===== src/hw/rtl/slmd_pkg.sv =====
// Shared constants, codes and helpers of the local maximum detector.
`timescale 1ns / 1ps
package slmd_pkg;

  localparam int CFG_IDX_W  = 1;
  localparam int CFG_DATA_W = 8;
  localparam int SIZE_W     = 13;

  localparam logic [CFG_IDX_W-1:0] REG_ROW_COUNT = 1'b0;
  localparam logic [CFG_IDX_W-1:0] REG_COL_COUNT = 1'b1;

  // result slots of one request
  localparam int SLOT_ABOVE = 0;
  localparam int SLOT_LEFT  = 1;
  localparam int SLOT_FINAL = 2;
  localparam int SLOT_N     = 3;

  localparam int Q_DEPTH = 2;
  localparam int Q_PTR_W = 1;
  localparam int Q_CNT_W = 2;

  typedef logic [CFG_DATA_W-1:0] cfg_size_t;
  typedef logic [SLOT_N-1:0]     slot_mask_t;

  // zero acts as one, oversize clips to the maximum
  function automatic logic [SIZE_W-1:0] eff_size(input cfg_size_t val,
                                                 input logic [SIZE_W-1:0] maxv);
    logic [SIZE_W-1:0] ext;
    begin
      ext = SIZE_W'(val);
      if (val == '0) begin
        eff_size = SIZE_W'(1);
      end else if (ext > maxv) begin
        eff_size = maxv;
      end else begin
        eff_size = ext;
      end
    end
  endfunction

endpackage


===== src/hw/rtl/slmd_queue.sv =====
// Two-entry queue between the front end and the result sequencer.
`timescale 1ns / 1ps
module slmd_queue #(
  parameter type job_t = logic
) (
  input  logic clk,
  input  logic rst,
  input  logic push_valid,
  output logic push_ready,
  input  job_t push_data,
  output logic pop_valid,
  input  logic pop_ready,
  output job_t pop_data
);

  job_t                          q [slmd_pkg::Q_DEPTH];
  logic [slmd_pkg::Q_PTR_W-1:0]  wr_ptr, rd_ptr;
  logic [slmd_pkg::Q_CNT_W-1:0]  count;
  logic                          do_push, do_pop;

  assign push_ready = (count != slmd_pkg::Q_CNT_W'(slmd_pkg::Q_DEPTH));
  assign pop_valid  = (count != '0);
  assign pop_data   = q[rd_ptr];
  assign do_push    = push_valid && push_ready;
  assign do_pop     = pop_valid && pop_ready;

  always_ff @(posedge clk) begin
    if (rst) begin
      wr_ptr <= '0;
      rd_ptr <= '0;
      count  <= '0;
    end else begin
      if (do_push) begin
        wr_ptr <= wr_ptr + slmd_pkg::Q_PTR_W'(1);
      end
      if (do_pop) begin
        rd_ptr <= rd_ptr + slmd_pkg::Q_PTR_W'(1);
      end
      if (do_push && !do_pop) begin
        count <= count + slmd_pkg::Q_CNT_W'(1);
      end else if (do_pop && !do_push) begin
        count <= count - slmd_pkg::Q_CNT_W'(1);
      end
    end
  end

  always_ff @(posedge clk) begin
    if (do_push) begin
      q[wr_ptr] <= push_data;
    end
  end

endmodule


===== config.mk =====
export PLATFORM = sky130hd
export DESIGN_NAME = slmd_queue
export DESIGN_NICKNAME = d
export VERILOG_FILES = /design/src/hw/rtl/slmd_pkg.sv /design/src/hw/rtl/slmd_queue.sv
export SDC_FILE = /design/constraint.sdc
export NUM_CORES = 1
export LEC_CHECK = 0
export ABC_CLOCK_PERIOD_IN_PS = 3520
export BUFFER_PORTS_ARGS = -buffer_cell sky130_fd_sc_hd__buf_2
export CORE_AREA = 2 2 39 41
export CTS_BUF_LIST = sky130_fd_sc_hd__clkbuf_4 sky130_fd_sc_hd__clkbuf_8
export CTS_CLUSTER_SIZE = 16
export DETAILED_ROUTE_END_ITERATION = 10
export DIE_AREA = 0 0 41 43
export PLACE_DENSITY = 0.47
export SYNTH_ARGS = -nofsm -noshare
export SYNTH_HDL_FRONTEND = slang
export SYNTH_SLANG_ARGS = --single-unit

===== constraint.sdc =====
create_clock -name clk -period 3.52 [get_ports clk]
set_input_delay 0.176 -clock clk [delete_from_list [all_inputs] [get_ports clk]]
set_output_delay 0.176 -clock clk [all_outputs]
set_load 0.02 [all_outputs]

---- Word-level counts from Yosys, hierarchy flattened ----
Memories as Yosys holds them, arrays and structs flattened. A register that Yosys moved wholly into a read port is not among the register bits.
Cells that the tools add are included.
storage, ports and cells
  flip-flop bits (word level) ............. 4
  latch bits .............................. 0
  bits in writable memories ............... 2
  memory bits (read-only) ................. 0
  bits of input ports ..................... 5
  output and inout bits ................... 3
  word-level logic and storage cells ...... 23
  memories ................................ 1
memory list
  name  words  width  rd ports  clocked after Yosys merged registers in  write ports  RTL line          RTL
  q     2      1      1         1                                        1            slmd_queue.sv:16  job_t q [slmd_pkg::Q_DEPTH];
operators by class
  $add $sub $neg .......................... 4
  multiply operators ...................... 0
  div/mod/pow operators ................... 0
  $lt $le $gt $ge ......................... 0
  equality and inequality tests ........... 1
  shift-type cells ........................ 0
  multiplexer cells ....................... 6
  bitwise operators ....................... 0
  reductions and logical operators ........ 8
operators by type and width
  operator                                          count
  logical AND 1 bit                                 4
  two-way mux 1 bit                                 4
  two-way mux 2 bit                                 2
  nonzero test 2 bit                                2
  adder 1 bit, second input constant                2
  adder 2 x 1 -> 2 bit, second input constant       1
  zero test 1 bit                                   2
  inequality test 2 bit, second input constant      1
  subtractor 2 x 1 -> 2 bit, second input constant  1

---- Longest topological paths before layout ----
Gate-level depths: netlist of the first run.
  depth in word-level cells ............... 6
  depth in mapped cells ................... 6
  depth with buffers taken out ............ 6

---- Least setup slack after synthesis of the first run ----
OpenSTA, ideal clock, no wires.
  path type ............................... register to register
  start point ............................. reg count[0] (netlist name)
  end point ............................... reg count[1] (netlist name)
  library setup time ...................... 0.070 ns
  arrival time ............................ 1.595 ns
  data required time ...................... 3.450 ns
  setup slack ............................. 1.855 ns
  cell stages (with the launch flop) ...... 6
  buffers on the path ..................... 0
  period minus slack after synthesis ...... 1.665 ns
  cell sequence ........................... dfxtp_1 -> nand2b_1 -> and2_1 -> ha_1 -> or3_1 -> a21oi_1
on the way
  word-level cells in the longest chain between the ends .. 5
  elaborated cells on any way between the ends .. 13
  classes of those cells .................. add/sub (2); eq/ne (1); mux (2); reduce/logical (8)
ends and longest elaborated chain
  element                       RTL line          RTL
  start, declared               slmd_queue.sv:18  logic [slmd_pkg::Q_CNT_W-1:0] count;
  start signal, assigned        slmd_queue.sv:40  count <= count + slmd_pkg::Q_CNT_W'(1);
  start signal, assigned        slmd_queue.sv:42  count <= count - slmd_pkg::Q_CNT_W'(1);
  inequality test 2 bit (*)     slmd_queue.sv:21  assign push_ready = (count != slmd_pkg::Q_CNT_W'(slmd_pkg::Q_DEPTH));
  via push_ready                slmd_queue.sv:9   output logic push_ready,
  logical AND 1 bit (*)         slmd_queue.sv:24  assign do_push = push_valid && push_ready;
  via do_push                   slmd_queue.sv:19  logic do_push, do_pop;
  zero test 1 bit               slmd_queue.sv:41  end else if (do_pop && !do_push) begin
  logical AND 1 bit             slmd_queue.sv:41
  nonzero test 2 bit (no line)  --
The timed path passes the listed nets; every way through them passes the cells marked *. The select of a mux whose other input is x is not followed.
A chain may end at the register's enable or synchronous reset.

---- Final worst setup path of the first run ----
  start point ............................. reg count[0] (netlist name)
  end point ............................... reg count[1] (netlist name)
on the way
  word-level cells in the longest chain between the ends .. 5
  elaborated cells on any way between the ends .. 13
  classes of those cells .................. add/sub (2); eq/ne (1); mux (2); reduce/logical (8)
ends and longest elaborated chain
  element                       RTL line
  inequality test 2 bit (*)     slmd_queue.sv:21
  logical AND 1 bit (*)         slmd_queue.sv:24
  via do_push                   slmd_queue.sv:19
  zero test 1 bit               slmd_queue.sv:41
  logical AND 1 bit             slmd_queue.sv:41
  nonzero test 2 bit (no line)  --
Marked as above.

==> results of run 1 <==
## layer usage
| layer | GRT usage | up-vias | part of all wire |
|---|---|---|---|
| li1 | - | 113 | - |
| met1 | 0.0906 | 96 | 0.46 |
| met2 | 0.122 | 6 | 0.48 |
| met3 | 0.0628 | 0 | 0.055 |
| met4 | 0.0400 | 0 | 0 |
| met5 | 0 | - | 0 |
## cells by family after synthesis
group                    after synthesis
AND/OR/NAND/NOR                        9
flip-flops                             7
AO/OA/AOI/OAI                          5
XOR/XNOR                               3
buffers and inverters                  1
multiplexers                           1
adder cells (fa/ha/maj)                1
## critical path: stages, from the launching register on
cell	delay, ns
dfxtp_1	0.35
nand2b_1	0.21
and2_1	0.18
ha_1	0.32
or3_1	0.35
a21oi_1	0.14
## synth_stat cells, drive strengths merged
master	count
o21ai	2
or2	1
a21bo	1
nand2b	1
xor2	3
mux2	1
or3	1
nand3b	1
ha	1
a21oi	2
inv	1
and3	1
and2	1
nor2	3
edfxtp	2
dfxtp	5
## power groups by stage
stage	Combinational [µW]	Clock, µW	Sequential, µW
global placement	114	0	123
floorplan	91.4	0	121
detailed placement	120	0	126
CTS	121	81.6	125
global route	135	86.8	129
finish	119	77.5	124
## final timing paths
path	start	endpoint	slack, ns	depth (start not counted)
worst max-delay path	count[0]	count[1]	1.89	5
worst min-delay path	push_data	q[1]	0.13	1
worst max register to register	count[0]	count[1]	1.89	5
worst min register to register	rd_ptr	rd_ptr	0.51	2
## layout by cell type, fill, tap and decap left out
cell | Yosys | final
or3_1 | 1 | 1
nor2_1 | 3 | 3
xor2_1 | 3 | 3
nand2b_1 | 1 | 1
a21bo_2 | 1 | 1
buf_2 | 0 | 7
inv_1 | 1 | 1
ha_1 | 1 | 1
mux2_2 | 1 | 1
edfxtp_1 | 2 | 2
a21oi_1 | 2 | 2
dfxtp_1 | 5 | 5
o21ai_0 | 2 | 2
or2_2 | 1 | 1
nand3b_1 | 1 | 1
and2_1 | 1 | 1
and3_1 | 1 | 1
clkbuf_4 | 0 | 4
## per-stage QoR
step | util | hold slack [ns] | cells | area, µm² | total power (µW)
6_report | 0.274 | 0.134 | 54 | 379 | 321
5_1_grt | 0.274 | 0.125 | 54 | 379 | 352
4_1_cts | 0.274 | 0.125 | 54 | 379 | 327
3_5_place_dp | 0.252 | 0.381 | 50 | 349 | 247
3_3_place_gp | 0.252 | 0.369 | 50 | 349 | 237
2_1_floorplan | - | 0.245 | 27 | 294 | 212
## area by class of cell
| cell class | instances | area [µm²] | area share |
|---|---|---|---|
| inverters | 1 | 3.75 | 0.00990 |
| clock buffers | 4 | 30.0 | 0.0792 |
| flip-flops and latches | 7 | 160 | 0.422 |
| well taps | 16 | 20.0 | 0.0528 |
| repair buffers | 7 | 35.0 | 0.0924 |
| multi-input cells | 19 | 130 | 0.343 |
==> out/results.tsv, run 1 <==
stage	metric	value	unit
outcome	outcome	finished, final reports clean	
yosys	combinational family with the most area after synthesis	simple AND/OR/NAND/NOR gates	
clock_tree	number of gates resized after cts	0	
timing	setup TNS	0	ns
layout	fillers	153	
floorplan	die width	41	µm
clock_tree	root buffer cell	clkbuf_4	
route	Pre-Repair DR Iteration Count	2	
clock_tree	Clock transition at path regs	0.05	ns
timing	Final Hold Vio Count	0	
place	Placement Setup Slack	1.89	ns
timing	Worst Slack Setup Final	1.89	ns
timing	Finish-stage setup viols	0	
floorplan	row count	14	
timing	Worst-Margin Slew	0.315	ns
route	routed len/inst	9.44	µm
power	Seq pwr share	0.387	
yosys	syn_nets	33	
floorplan	Die Y-Extent	43	µm
yosys	synth top area cells	dfxtp_1 (34%), edfxtp_1 (20%), xor2_1 (8.9%)	
yosys	register area share after synthesis	0.545	
clock_tree	CTS Buf Count	3	
yosys	post-synth top area share	0.340	
critical_path	CP required	3.70	ns
clock_tree	Skew-Pair Late Insertion Delay	0.24	ns
clock_tree	post-CTS setup buffers	0	
yosys	cells after synthesis	27	
power	clock network power share	0.242	
power	internal power	212	µW
floorplan	Core ar.	1380	µm²
route	post-route ant nets	0	
yosys	Compound-Gate Fraction of Synth Area	0.102	
place	Final HPWL DP	419	µm
timing	Tcrit/Tclk final	0.463	
clock_tree	CTS Buffer Depth	2	
power	pwr/cell area	846	nW/µm²
critical_path	startpoint types	flop	
layout	share of layout cells above drive strength 1	0.368	
floorplan	starting density of the core	0.212	
clock_tree	CTS sink count	7	
yosys	Avg Inst Size Synth	10.9	µm²
yosys	Synth Cell Area	294	µm²
clock_tree	# hold bufs at CTS	0	
critical_path	CP endpoint kind	flop	
yosys	Yosys warnings	0	
yosys	xor-xnor portion of the synthesized cell area	0.0894	
floorplan	die area	1760	µm²
place	RD Place Congestion	0.689	
yosys	number of synthesized register bits	7	
floorplan	num ports	8	
critical_path	critical path peak fanout	5	
yosys	mux contribution to synthesized area	0.0383	
power	VDD IR max	0.000366	V
route	DRC viols	0	
layout	# diodes	0	
critical_path	WP data arrival	1.81	ns
power	Sw Ratio	0.339	
timing	Max Freq	614	MHz
route	Via density	3.98	
timing	RSZ-0062 raised after global routing	false	
clock_tree	CTS tree	yes	
yosys	Netlist cell types	16	
global_route	global route overflow	0	
route	Initial DRC Count	1	
clock_tree	H-tree levels	1	
yosys	Post-Synth Simple-Gate Area	0.170	
timing	Slew Limit Fails	0	
route	vias	215	
place	port bufs	7	
yosys	adder-cell share of the synthesized area	0.0426	
power	NetSw	109	µW
global_route	vias in the first global route	246	
route	final WL	510	µm
power	Comb power frac	0.371	
global_route	first-pass GRT wire length	966	µm
layout	final net count	45	
global_route	largest net degree at the start of global routing	6	
global_route	initial antenna violation count	0	
yosys	post-synth top area cell	dfxtp_1	
critical_path	Crit Path Class	reg2reg	
worst_hold_path	min-delay worst type	in2reg	
global_route	GR Util All Layers	0.0855	
timing	clock skew	0.00276	ns
timing	Min Clock Period, post-route	1.63	ns
run	Max Cap Viol	0	
layout	area grow syn2layout	28.9	%
timing	slew margin rel.	0.788	
power	P_leak	0.000170	µW
Note: power is estimated with default switching activity, not from simulation.
==> run 2, diff against run 1 <==
--- a/config.mk
+++ b/config.mk
@@ -5,7 +5,7 @@
 export SDC_FILE = /design/constraint.sdc
 export NUM_CORES = 1
 export LEC_CHECK = 0
-export ABC_CLOCK_PERIOD_IN_PS = 3520
+export ABC_CLOCK_PERIOD_IN_PS = 1500
 export BUFFER_PORTS_ARGS = -buffer_cell sky130_fd_sc_hd__buf_2
 export CORE_AREA = 2 2 39 41
 export CTS_BUF_LIST = sky130_fd_sc_hd__clkbuf_4 sky130_fd_sc_hd__clkbuf_8
==> constraint.sdc (replaced) <==
create_clock -name clk -period 1.5 [get_ports clk]
set_input_delay 0.075 -clock clk [delete_from_list [all_inputs] [get_ports clk]]
set_output_delay 0.075 -clock clk [all_outputs]
set_load 0.02 [all_outputs]
==> out/results.tsv, run 2 (synthesis results as in run 1) <==
stage	metric	value	unit	change
clock_tree	CTS Buffer Depth	2		unchanged
timing	Slew Limit Fails	0		unchanged
route	final WL	606	µm	was 510 µm
route	post-route ant nets	0		unchanged
timing	Worst-Margin Slew	0.294	ns	was 0.315 ns
power	P_leak	0.000193	µW	was 0.000170 µW
layout	final std cells w/o fill	57		was 54
critical_path	FF-to-FF Start	count[0]		unchanged
floorplan	Core ar.	1380	µm²	unchanged
global_route	initial antenna violation count	0		unchanged
floorplan	die width	41	µm	unchanged
power	pwr/cell area	2030	nW/µm²	was 846 nW/µm²
route	vias	235		was 215
clock_tree	CTS sink count	7		unchanged
floorplan	num ports	8		unchanged
timing	Tcrit/Tclk final	0.979		was 0.463
timing	Min Clock Period, post-route	1.47	ns	was 1.63 ns
critical_path	CP startpoint	count[0]		unchanged
floorplan	row count	14		unchanged
layout	share of layout cells above drive strength 1	0.610		was 0.368
clock_tree	H-tree levels	1		unchanged
power	total power	906	µW	was 321 µW
place	Post-Place Cells	53		was 50
timing	Max Freq	681	MHz	was 614 MHz
route	Initial DRC Count	6		was 1
place	RD Place Congestion	0.628		was 0.689
timing	Final Hold Vio Count	0		unchanged
floorplan	starting density of the core	0.212		unchanged
clock_tree	Clock transition at path regs	0.05	ns	about the same
layout	final net count	48		was 45
critical_path	CP endpoint kind	flop		unchanged
critical_path	CP max stage delay	0.37	ns	was 0.35 ns
route	routed len/inst	10.6	µm	was 9.44 µm
clock_tree	# hold bufs at CTS	0		unchanged
critical_path	Reg2Reg Depth	6		was 5
worst_hold_path	Hold Path Origin	push_data		unchanged
clock_tree	CTS Buf Count	3		unchanged
floorplan	Die Y-Extent	43	µm	unchanged
floorplan	die area	1760	µm²	unchanged
layout	commonest non-fill, non-tap cells in the layout	buf_2 (7), clkbuf_4 (4), nor2_1 (3), dfxtp_1 (3), buf_4 (3)		was buf_2 (7), dfxtp_1 (5), clkbuf_4 (4)
layout	# diodes	0		unchanged
worst_hold_path	hold-critical path depth	1		unchanged
outcome	outcome	finished, final reports clean		unchanged
route	Via density	4.12		was 3.98
critical_path	critical path peak fanout	4		was 5
critical_path	WP data arrival	1.65	ns	was 1.81 ns
timing	Finish-stage setup viols	0		unchanged
timing	slew margin rel.	0.802		was 0.788
layout	commonest non-fill, non-tap cell in the layout	buf_2		unchanged
critical_path	slowest CP cell	or3_4		was dfxtp_1
global_route	vias in the first global route	265		was 246
critical_path	Crit Path Class	reg2reg		unchanged
worst_hold_path	min-delay worst type	in2reg		unchanged
global_route	largest net degree at the start of global routing	6		unchanged
clock_tree	CTS tree	yes		unchanged
route	DRC viols	0		unchanged
layout	area grow syn2layout	51.5	%	was 28.9%
power	VDD IR max	0.000691	V	was 0.000366 V
worst_hold_path	Hold Path End	q[1]		unchanged
clock_tree	root buffer cell	clkbuf_4		unchanged
timing	clock skew	0.00448	ns	was 0.00276 ns
route	Pre-Repair DR Iteration Count	3		was 2
global_route	global route overflow	0		unchanged
critical_path	startpoint types	flop		unchanged
place	port bufs	7		unchanged
critical_path	capture point of the worst reg-to-reg path	count[1]		unchanged
clock_tree	Skew-Pair Late Insertion Delay	0.25	ns	was 0.24 ns
run	Max Cap Viol	0		unchanged
global_route	first-pass GRT wire length	1060	µm	was 966 µm
global_route	GR Util All Layers	0.0978		was 0.0855
critical_path	setup slack, reg-to-reg	0.03	ns	was 1.89 ns
critical_path	CP required	1.68	ns	was 3.70 ns
critical_path	worst-path cell chain	nand2b_4, and2_4, ha_4, xor2_2, or3_4, a21oi_2		was nand2b_1, and2_1, ha_1, or3_1, a21oi_1
timing	Hold Slack	0.0257	ns	was 0.134 ns
## run 2: worst max-delay path: cells and delay by family (launching register included)
family	cells	cell delay (ns)
xor+xnor	1	0.14
flops	1	0.36
compound gates	1	0.11
fa+ha+maj	1	0.15
simple gates	3	0.65
## run 2: per-stage QoR
stage | area [µm²] | setup TNS, ns | utilization | setup slack (ns)
after floorplan | 314 | 0 | - | 0.0247
after global placement | 392 | 0 | 0.283 | 0.0709
after detailed placement | 392 | 0 | 0.283 | 0.00565
after CTS | 424 | 0 | 0.307 | 0.0171
after global routing | 445 | -0.00161 | 0.322 | -0.00161
final | 445 | 0 | 0.322 | 0.0322
## run 2: worst max-delay path by stage
stage | cells after the start | slack (ns) | endpoint
floorplan | 6 | 0.02 | count[1]
global placement | 6 | 0.07 | count[1]
detailed placement | 6 | 0.006 | count[1]
CTS | 6 | 0.02 | count[1]
global route | 6 | -0.002 | count[1]
finish | 6 | 0.03 | count[1]
## run 2: layout make-up
cell class              count  area [µm²]
multi-input cells          19         169
well taps                  16        20.0
repair buffers             10        57.6
clock buffers               4        30.0
flip-flops and latches      7         165
fillers                   151         938
inverters                   1        3.75
## run 2: timing repair
item                                    4_1_cts  5_1_grt
endpoints found under the setup margin        1        1
buffers inserted                              0        0
pin swaps                                     0        3
resized for setup                             2        5
## run 2: where the power goes
part           switching, µW  internal [µW]
sequential              49.8            262
clock                   67.7            119
combinational            185            221
total                    303            603
## run 2: layer usage
layer | global-route usage | share of wire | vias to the layer above | wire [µm]
met2 | 0.141 | 0.57 | 5 | 346
li1 | - | - | 120 | -
met4 | 0.100 | 0.020 | 0 | 12
met3 | 0.0471 | 0.051 | 2 | 31
met1 | 0.0912 | 0.35 | 108 | 215
met5 | 0 | 0 | - | 0
==> run 3, diff against run 2 <==
--- a/config.mk
+++ b/config.mk
@@ -12,6 +12,7 @@
 export CTS_CLUSTER_SIZE = 16
 export DETAILED_ROUTE_END_ITERATION = 10
 export DIE_AREA = 0 0 41 43
+export HOLD_SLACK_MARGIN = 0.15
 export PLACE_DENSITY = 0.47
 export SYNTH_ARGS = -nofsm -noshare
 export SYNTH_HDL_FRONTEND = slang
==> out/results.tsv, run 3 (synthesis results as in run 1) <==
stage	metric	value	unit	change
outcome	outcome	finished, final reports clean		unchanged
global_route	vias in the first global route	269		was 265
critical_path	CP max stage delay	0.53	ns	was 0.37 ns
power	P_leak	0.000204	µW	was 0.000193 µW
power	VDD IR max	0.000666	V	was 0.000691 V
layout	Seq. cell area	163	µm²	was 165 µm²
timing	Worst Slack Setup Final	0.0681	ns	was 0.0322 ns
timing	Tcrit/Tclk final	0.955		was 0.979
clock_tree	H-tree levels	1		unchanged
timing	Worst-Margin Slew	0.290	ns	was 0.294 ns
layout	final net count	51		was 48
clock_tree	CTS sink count	7		unchanged
route	DRC viols	0		unchanged
place	Post-Place Cells	53		unchanged
route	routed len/inst	9.90	µm	was 10.6 µm
critical_path	Crit Path Class	in2reg		was reg2reg
global_route	largest net degree at the start of global routing	6		unchanged
power	pwr/cell area	1890	nW/µm²	was 2030 nW/µm²
floorplan	num ports	8		unchanged
floorplan	Core ar.	1380	µm²	unchanged
global_route	global route overflow	0		unchanged
floorplan	die area	1760	µm²	unchanged
timing	clock skew	0.00301	ns	was 0.00448 ns
route	Initial DRC Count	3		was 6
global_route	first-pass GRT wire length	1060	µm	unchanged
place	Cell Area, Placed	392	µm²	unchanged
floorplan	row count	14		unchanged
layout	commonest non-fill, non-tap cells in the layout	buf_2 (7), clkbuf_4 (4)		was buf_2 (7), clkbuf_4 (4), nor2_1 (3), dfxtp_1 (3), buf_4 (3)
critical_path	CP required	1.68	ns	about the same
floorplan	Die Y-Extent	43	µm	unchanged
critical_path	startpoint types	input port		was flop
route	Pre-Repair DR Iteration Count	2		was 3
place	Placement Setup Slack	0.00565	ns	unchanged
layout	fillers	148		was 151
clock_tree	CTS Buffer Depth	2		unchanged
layout	area grow syn2layout	56.6	%	was 51.5%
place	RD Place Congestion	0.628		unchanged
clock_tree	root buffer cell	clkbuf_4		unchanged
route	final WL	594	µm	was 606 µm
clock_tree	Clock transition at path regs	0.05	ns	about the same
layout	# diodes	0		unchanged
timing	Final Hold Vio Count	0		unchanged
critical_path	CP endpoint kind	flop		unchanged
critical_path	Top delay family on crit path	buffers and inverters		was simple AND/OR/NAND/NOR gates
layout	Final Cell Area	460	µm²	was 445 µm²
route	Via density	4.15		was 4.12
critical_path	slowest CP cell	dlygate4sd3_1		was or3_4
route	vias	249		was 235
critical_path	CP bufs+invs	2		was 0
timing	RSZ-0062 raised after global routing	false		
floorplan	starting density of the core	0.212		unchanged
power	total power	871	µW	was 906 µW
critical_path	critical path peak fanout	4		unchanged
timing	Min Clock Period, post-route	1.43	ns	was 1.47 ns
global_route	initial antenna violation count	0		unchanged
layout	final std cells w/o fill	60		was 57
layout	share of layout cells above drive strength 1	0.523		was 0.610
global_route	GR Util All Layers	0.0978		unchanged
route	post-route ant nets	0		unchanged
clock_tree	CTS Buf Count	3		unchanged
timing	Finish-stage setup viols	0		unchanged
clock_tree	Skew-Pair Late Insertion Delay	0.25	ns	about the same
clock_tree	post-CTS setup buffers	0		unchanged
layout	Multi-input gate area	156	µm²	was 169 µm²
run	Max Cap Viol	0		unchanged
place	port bufs	7		unchanged
critical_path	WP data arrival	1.61	ns	was 1.65 ns
layout	commonest non-fill, non-tap cell in the layout	buf_2		unchanged
critical_path	worst-path cell chain	dlygate4sd3_1, buf_2, and2_4, ha_4, xor2_1, or3_1, a21oi_2		was nand2b_4, and2_4, ha_4, xor2_2, or3_4, a21oi_2
worst_hold_path	min-delay worst type	in2reg		unchanged
timing	Slew Limit Fails	0		unchanged
floorplan	die width	41	µm	unchanged
timing	Max Freq	698	MHz	was 681 MHz
timing	slew margin rel.	0.805		was 0.802
clock_tree	CTS tree	yes		unchanged
timing	setup TNS	0	ns	unchanged
[run 3: cell count changes in the layout (fill, tap and decap cells not counted)]
cell	previous run	this run
dfxtp_2	1	2
dfxtp_4	1	0
dlygate4sd3_1	0	3
or3_1	0	1
or3_4	1	0
xor2_1	2	3
xor2_2	1	0
[run 3: path summary, 6_finish.rpt]
path | depth (start not counted) | end | slack, ns | start
max | 7 | count[1] | 0.07 | push_valid
min | 5 | flop | 0.41 | pop_ready
max reg2reg | 6 | count[1] | 0.08 | count[0]
min reg2reg | 2 | flop | 0.51 | rd_ptr
[run 3: cell type report]
class	count	share of cell area
Timing Repair Buffer	13	0.190
Multi-Input combinational cell	19	0.340
Sequential cell	7	0.353
Inverter	1	0.00815
Clock buffer	4	0.0652
Tap cell	16	0.0435
[run 3: worst reg2reg max path, delay by kind of cell, from the launching register on]
kind,cells,cell delay [ns]
AO/OA/AOI/OAI,1,0.11
XOR/XNOR,1,0.14
adder cells (fa/ha/maj),1,0.15
flip-flops,1,0.33
AND/OR/NAND/NOR,3,0.63
[run 3: stage by stage]
stage	util	hold slack [ns]
floorplan	-	0.144
global placement	0.283	0.267
detailed placement	0.283	0.285
CTS	0.328	0.408
global route	0.333	0.445
finish	0.333	0.409
[run 3: timing repair]
action	in CTS	in global routing
hold endpoints to repair	7	0
resized for setup	2	2
cloned	0	0
endpoints found under the setup margin	1	1
hold buffers	3	0
pin swaps	0	1
[run 3: power breakdown]
group          leakage, µW  switching (µW)  internal [µW]
Combinational     0.000124             179            202
Sequential       0.0000606            44.0            257
Clock            0.0000184            69.2            120
[run 3: routing by layer]
metal / part of all wire / global-route usage / wire, µm
met2: 0.54 / 0.141 / 323
met4: 0.020 / 0.100 / 12
met1: 0.39 / 0.0912 / 229
met5: 0 / 0 / 0
met3: 0.047 / 0.0471 / 28
